File: src/rtl/core/fmon_pkg.sv
// fmon_pkg: shared types and constants of the frame time monitor.
// Holds the beat structs, controller state codes and the controller/datapath
// command and status structs. Depends on nothing.
package fmon_pkg;

  localparam int HISTORY_DEPTH_DEF = 128;
  localparam int BUDGET_W          = 20;
  localparam int TIME_W            = 24;
  localparam int CNT_W             = 32;
  localparam logic [BUDGET_W-1:0] BUDGET_RESET = 20'd16667;
  localparam logic [CNT_W-1:0]    CNT_MAX      = 32'hFFFF_FFFF;
  localparam int PCT_NUM = 95;
  localparam int PCT_DEN = 100;

  typedef struct packed {
    logic              action;
    logic [TIME_W-1:0] frame_time_us;
  } in_beat_t;

  typedef struct packed {
    logic              janked;
    logic              dropped_flag;
    logic [TIME_W-1:0] dropped_now;
    logic [CNT_W-1:0]  frames_total;
    logic [CNT_W-1:0]  jank_total;
    logic [CNT_W-1:0]  dropped_total;
    logic [TIME_W-1:0] mean_us;
    logic [TIME_W-1:0] p95_us;
  } out_beat_t;

  typedef enum logic [10:0] {
    ST_IDLE     = 11'b000_0000_0001,
    ST_CLEAR    = 11'b000_0000_0010,
    ST_READ_OLD = 11'b000_0000_0100,
    ST_UPDATE   = 11'b000_0000_1000,
    ST_DIV_DROP = 11'b000_0001_0000,
    ST_DIV_MEAN = 11'b000_0010_0000,
    ST_OUTER    = 11'b000_0100_0000,
    ST_LATCH    = 11'b000_1000_0000,
    ST_INNER    = 11'b001_0000_0000,
    ST_CHECK    = 11'b010_0000_0000,
    ST_DONE     = 11'b100_0000_0000
  } state_t;

  typedef enum logic {
    DIV_DROP = 1'b0,
    DIV_MEAN = 1'b1
  } div_sel_t;

  typedef struct packed {
    logic     accept;
    logic     clear;
    logic     rd_old;
    logic     update;
    logic     div_start;
    div_sel_t div_sel;
    logic     cap_drop;
    logic     cap_mean;
    logic     cap_rank;
    logic     outer_rd;
    logic     outer_cap;
    logic     inner_step;
    logic     cap_p95;
    logic     check_next;
    logic     load_out;
  } ctrl_cmd_t;

  typedef struct packed {
    logic div_done;
    logic inner_done;
    logic found;
    logic outer_last;
    logic out_free;
  } dp_stat_t;

endpackage

File: src/rtl/core/fmon_ctrl.sv
// fmon_ctrl: sequencing state machine of the frame time monitor.
// Uses fmon_pkg for state codes and the command and status structs.
module fmon_ctrl (
  input  logic                 clk,
  input  logic                 rst,
  input  logic                 in_valid,
  input  logic                 in_action,
  input  fmon_pkg::dp_stat_t   stat,
  output fmon_pkg::ctrl_cmd_t  cmd,
  output logic                 in_stall
);

  fmon_pkg::state_t state, state_next;

  always_ff @(posedge clk) begin
    if (rst) begin
      state <= fmon_pkg::ST_IDLE;
    end else begin
      state <= state_next;
    end
  end

  always_comb begin
    cmd         = '0;
    cmd.div_sel = fmon_pkg::DIV_DROP;
    state_next  = state;
    unique case (state)
      fmon_pkg::ST_IDLE: begin
        if (in_valid) begin
          cmd.accept = 1'b1;
          state_next = in_action ? fmon_pkg::ST_CLEAR : fmon_pkg::ST_READ_OLD;
        end
      end
      fmon_pkg::ST_CLEAR: begin
        cmd.clear  = 1'b1;
        state_next = fmon_pkg::ST_DONE;
      end
      fmon_pkg::ST_READ_OLD: begin
        cmd.rd_old = 1'b1;
        state_next = fmon_pkg::ST_UPDATE;
      end
      fmon_pkg::ST_UPDATE: begin
        cmd.update    = 1'b1;
        cmd.div_start = 1'b1;
        cmd.div_sel   = fmon_pkg::DIV_DROP;
        state_next    = fmon_pkg::ST_DIV_DROP;
      end
      fmon_pkg::ST_DIV_DROP: begin
        if (stat.div_done) begin
          cmd.cap_drop  = 1'b1;
          cmd.div_start = 1'b1;
          cmd.div_sel   = fmon_pkg::DIV_MEAN;
          state_next    = fmon_pkg::ST_DIV_MEAN;
        end
      end
      fmon_pkg::ST_DIV_MEAN: begin
        if (stat.div_done) begin
          cmd.cap_mean = 1'b1;
          cmd.cap_rank = 1'b1;
          state_next   = fmon_pkg::ST_OUTER;
        end
      end
      fmon_pkg::ST_OUTER: begin
        cmd.outer_rd = 1'b1;
        state_next   = fmon_pkg::ST_LATCH;
      end
      fmon_pkg::ST_LATCH: begin
        cmd.outer_cap = 1'b1;
        state_next    = fmon_pkg::ST_INNER;
      end
      fmon_pkg::ST_INNER: begin
        cmd.inner_step = 1'b1;
        if (stat.inner_done) begin
          state_next = fmon_pkg::ST_CHECK;
        end
      end
      fmon_pkg::ST_CHECK: begin
        if (stat.found) begin
          cmd.cap_p95 = 1'b1;
          state_next  = fmon_pkg::ST_DONE;
        end else if (stat.outer_last) begin
          state_next = fmon_pkg::ST_DONE;
        end else begin
          cmd.check_next = 1'b1;
          state_next     = fmon_pkg::ST_OUTER;
        end
      end
      fmon_pkg::ST_DONE: begin
        if (stat.out_free) begin
          cmd.load_out = 1'b1;
          state_next   = fmon_pkg::ST_IDLE;
        end
      end
      default: begin
        state_next = fmon_pkg::ST_IDLE;
      end
    endcase
  end

  assign in_stall = (state != fmon_pkg::ST_IDLE);

endmodule

File: config.mk
export PLATFORM = sky130hd
export DESIGN_NAME = fmon_ctrl
export DESIGN_NICKNAME = d
export VERILOG_FILES = /design/src/rtl/core/fmon_pkg.sv /design/src/rtl/core/fmon_ctrl.sv
export SDC_FILE = /design/constraint.sdc
export NUM_CORES = 1
export LEC_CHECK = 0
export BUFFER_PORTS_ARGS = -buffer_cell sky130_fd_sc_hd__buf_4
export CORE_MARGIN = 2
export CORE_UTILIZATION = 39
export DETAILED_ROUTE_END_ITERATION = 10
export PLACE_DENSITY = 0.6
export SYNTH_ARGS = -nofsm -noshare
export SYNTH_HDL_FRONTEND = slang
export SYNTH_SLANG_ARGS = --single-unit
export TNS_END_PERCENT = 1
File: constraint.sdc
create_clock -name clk -period 4 [get_ports clk]
set_input_delay 0.4 -clock clk [delete_from_list [all_inputs] [get_ports clk]]
set_output_delay 0.4 -clock clk [all_outputs]
set_load 0.05 [all_outputs]
# Word level (Yosys, flattened, before mapping)
# Cells that the tools add are included.
[word_totals]
ram_bits = 0
latchBits = 0
mem_bits_ro = 0
memories = 0
inputBits = 9
regBits = 11
word_cells = 47
out_inout_bits = 16
[classes]
eq_ne = 17
multipliers = 0
n_bitwise = 0
n_div = 0
addsub = 0
order_cmp = 0
mux = 28
reduce_logical = 1
n_shift = 0
[ops]
columns = ["operator", "n"]
rows = [
  ["$pmux W11 S11", 1],
  ["$mux W11", 7],
  ["$mux W1", 14],
  ["$eq A11 B1 Y1 const B", 1],
  ["$eq A11 B10 Y1 const B", 1],
  ["$eq A11 B11 Y1 const B", 1],
  ["$eq A11 B2 Y1 const B", 1],
  ["$eq A11 B3 Y1 const B", 1],
  ["$eq A11 B4 Y1 const B", 1],
  ["$eq A11 B5 Y1 const B", 1],
  ["$eq A11 B6 Y1 const B", 1],
  ["$eq A11 B7 Y1 const B", 1],
  ["$eq A11 B8 Y1 const B", 1],
  ["$eq A11 B9 Y1 const B", 1],
  ["$ne A11 B1 Y1 const B", 1],
  ["$ne A2 B2 Y1 const B", 5],
  ["$mux W2", 3],
  ["$mux W3", 2],
  ["$reduce_and A5 Y1", 1],
  ["$pmux W2 S2", 1],
]

# Longest topological paths before layout
[depth]
ltp_word = 3
mapped_depth = 6
mapped_depth_nobuf = 5

# Least setup slack after synthesis
# No wires, ideal clock.
[synth_timing]
path_type = "register to output"
from = "register state[10]"
to = "output port cmd[5] (netlist bit)"
required_ns = 3.600
slack_ns = 1.441
path_buffers = 0
stages_incl_launch_ff = 5
arrival_time_ns = 2.159
path_cell_list = "dfxtp_1 nor3_2 and3_4 nand2_4 nor3b_1"
[synth_lines]
columns = ["element", "line_no", "source"]
rows = [
  ["start: declaration", "fmon_ctrl.sv:13", "fmon_pkg::state_t state, state_next;"],
  ["start signal: assignment", "fmon_ctrl.sv:17", "state <= fmon_pkg::ST_IDLE;"],
  ["start signal: assignment", "fmon_ctrl.sv:19", "state <= state_next;"],
  ["end: declaration", "fmon_ctrl.sv:9", "output fmon_pkg::ctrl_cmd_t cmd,"],
]

==> metrics.md <==
| Metric | Value |
|---|---|
| Status | `finished clean` |
| Vias in the first global route | `708` |
| Synth top area share | `a little over a quarter` |
| Post-cts resize count | `0` |
| Later-pin clock latency in the skew report | `between 200 and 300 ps` |
| # hold bufs at CTS | `0` |
| Dominant cell type by area after synthesis | `dfxtp_1` |
| Layout area overhead | `24.3%` |
| Period utilization | `between 50 and 60%` |
| Final nets | `around 130` |
| Hold path depth | `2` |
| H-tree depth | `1` |
| First DRT Iteration DRCs | `6` |
| Clock Pin Slew Worst Setup and Hold Paths | `60 ps` |
| YS warnings | `0` |
| Pleak | `about 0.48 nW` |
| RSZ-0062 raised after global routing | `false` |
| Setup TNS | `0 ps` |
| Max Cap Viol | `0` |
| Most flops, register | `state` |
| Dpl hpwl | `between 1000 and 1500 um` |
| Largest net degree at the start of global routing | `10` |
| FF+latch count, synth | `11` |
| DR WL/cell | `12.4 um` |
| Peak supply drop | `0.000242 V` |
| Via count | `slightly below 800` |
| Hold path start | `in_action` |
| Final count of hold timing violations | `0` |
| Setup ws final | `between 1500 and 2000 ps` |
| Slew HR | `between 60% and 70%` |
| Sw Pwr | `about 0.11 mW` |
| Post-CTS Setup Inserts | `0` |
| Sequential share of the synthesized area | `between 20% and 30%` |
| Largest register FFs | `11` |
| GRT overflow | `0` |
| Core area | `approximately 2000 um^2` |
| Dpl ws | `2020 ps` |
| Worst r2r src | `state[4]$_SDFFE_PP0P_` |
| Io pins | `25` |
| Clock Skew | `0.386 ps` |
| Starting Density | `a little over 40%` |
| I/O Buffers | `24` |
| Async set or reset register ratio after synthesis | `0%` |
| Root buffer cell | `clkbuf_4` |
| Routed WL | `1790 um` |
| CP Data Required Time | `3600 ps` |
| Crit Path Class | `flip-flop to primary output` |
| Pint | `0.196 mW` |
| Critical Path AT | `1870 ps` |
| Initial antenna violation count | `0` |
| Crit-path max FO | `8` |
| Clock Tree Buf Depth | `2` |
| Slew Viols, Final | `0` |
| Via/cell ratio | `about 5.4` |
| GPL Wtd Cong | `~0.83` |
| CTS sink count | `11` |
| Die width | `49.8 um` |
| Worst Tran Pin Value | `around 480 ps` |
| Cts bufs inserted | `3` |
| Global Route Usage Sum | `roughly 16%` |
| Worst hold path type | `primary input to flip-flop` |
| R2R setup slack | `2310 ps` |
| Main flop type after synthesis | `dfxtp_1` |
| Reg-to-reg endpoint | `state[7]$_SDFFE_PP0P_` |
| Commonest non-fill, non-tap cell in the layout | `buf_4` |
| Average size of a mapped cell | `slightly below 9 um^2` |
| Post-Syn Instances | `94` |
| Syn Nets | `roughly 100` |
| Drt drc | `0` |
| Remaining antenna violation count | `0` |
| Flop pwr share | `around 39%` |
| Most frequent cells in the layout | `buf_4 (24), dfxtp_1 (11), nor2_1 (10)` |
| Area contributors post-synth | `dfxtp_1 (27%), nor4b_1 (5.3%), nor2_1 (4.6%)` |
| Netlist cell types | `41` |
| CTS tree | `yes` |
| Pwr dens | `305 nW/um^2` |
| Die area | `2480 um^2` |
| Hold path endpoint | `state[2]$_SDFFE_PP0P_` |
| Final min period | `2270 ps` |
| Post-synth EDFFs | `0` |
| Ant. Diodes | `0` |
| Share of cells above drive strength 1 | `about a third` |
| Site row count | `16` |
| Worst R2R Path Depth | `5` |
| Die Span Y | `49.8 um` |
| CP endpoint kind | `primary output` |
| Largest regs | `state: 11 flops` |
| Filler instances | `between 150 and 200` |
| Synthesized area | `slightly above 800 um^2` |
| Crit start category | `flip-flop` |
| Length of the first detailed-routing pass in iterations | `4` |
| Net switching share of the total power | `36.8%` |
| Setup Viol. Count Final | `0` |
| Clock power share | `between 20% and 30%` |
| First-pass GRT wire length | `2990 um` |
| Maximum clock frequency | `between 0.4 and 0.5 GHz` |
| Logic pwr share | `a little under two fifths` |
==> power groups by stage <==
stage	clock, mW	sequential (mW)	combinational (mW)
detailed placement	0	0.123	0.117
CTS	0.0744	0.120	0.118
finish	0.0737	0.120	0.117
global route	0.0820	0.121	0.127
floorplan	0	0.122	0.0873
global placement	0	0.122	0.118
==> area by class of cell <==
class                   count  area [um^2]  share of cell area (%)
repair buffers             24          180                    17.7
flip-flops and latches     11          220                    21.6
inverters                   7         26.3                    2.58
well taps                  27         33.8                    3.32
multi-input cells          71          532                    52.2
clock buffers               4         26.3                    2.58
==> worst max-delay path by stage <==
stage / slack, ps / depth (start not counted) / from / to
after detailed placement: 2020 / 5 / state[10]$_SDFFE_PP0P_ / cmd[4]
after global routing: 1600 / 5 / state[10]$_SDFFE_PP0P_ / cmd[4]
after floorplan: 1440 / 4 / state[10]$_SDFFE_PP0P_ / cmd[5]
after global placement: 2070 / 5 / state[10]$_SDFFE_PP0P_ / cmd[4]
after CTS: 1720 / 5 / state[10]$_SDFFE_PP0P_ / cmd[4]
final: 1730 / 5 / state[10]$_SDFFE_PP0P_ / cmd[4]
==> routing by layer <==
| layer | vias up | wire length (um) | GRT usage [%] |
|---|---|---|---|
| met3 | 4 | 71 | 2.12 |
| met1 | 362 | 821 | 19.1 |
| met5 | - | 0 | 0 |
| met4 | 0 | 38 | 8.33 |
| met2 | 19 | 860 | 26.2 |
| li1 | 388 | - | - |
==> logic make-up after synthesis <==
| family | share of synthesized area, % |
|---|---|
| XOR/XNOR | 3.21 |
| flip-flops | 26.9 |
| AO/OA/AOI/OAI | 16.6 |
| buffers and inverters | 8.24 |
| AND/OR/NAND/NOR | 45.0 |
==> metrics by stage <==
stage	total power, mW	cell area [um^2]	hold WS [ps]	instances	utilization, %
4_1_cts	0.313	1020	297	144	51.4
3_5_place_dp	0.240	992	576	140	50.1
5_1_grt	0.330	1020	297	144	51.4
2_1_floorplan	0.209	820	469	94	-
3_3_place_gp	0.240	992	570	140	50.1
6_report	0.311	1020	295	144	51.4
==> cell usage after synthesis, types with 2 or more instances <==
cell / instances
a211o_1: 2
a21oi_1: 4
and3_1: 3
buf_4: 4
dfxtp_1: 11
inv_1: 7
nand2_1: 6
nand3b_1: 2
nand4_1: 2
nor2_1: 10
nor3_1: 4
nor3b_1: 2
nor4b_1: 5
o21ai_1: 3
xor2_1: 3
==> worst max-delay path, stage by stage (launching register included) <==
cell     delay, ps
dfxtp_1        390
nor3_2         370
and3_4         300
nand2_4         70
nor3b_2        240
buf_4          230
(Power assumes the default switching activity.)
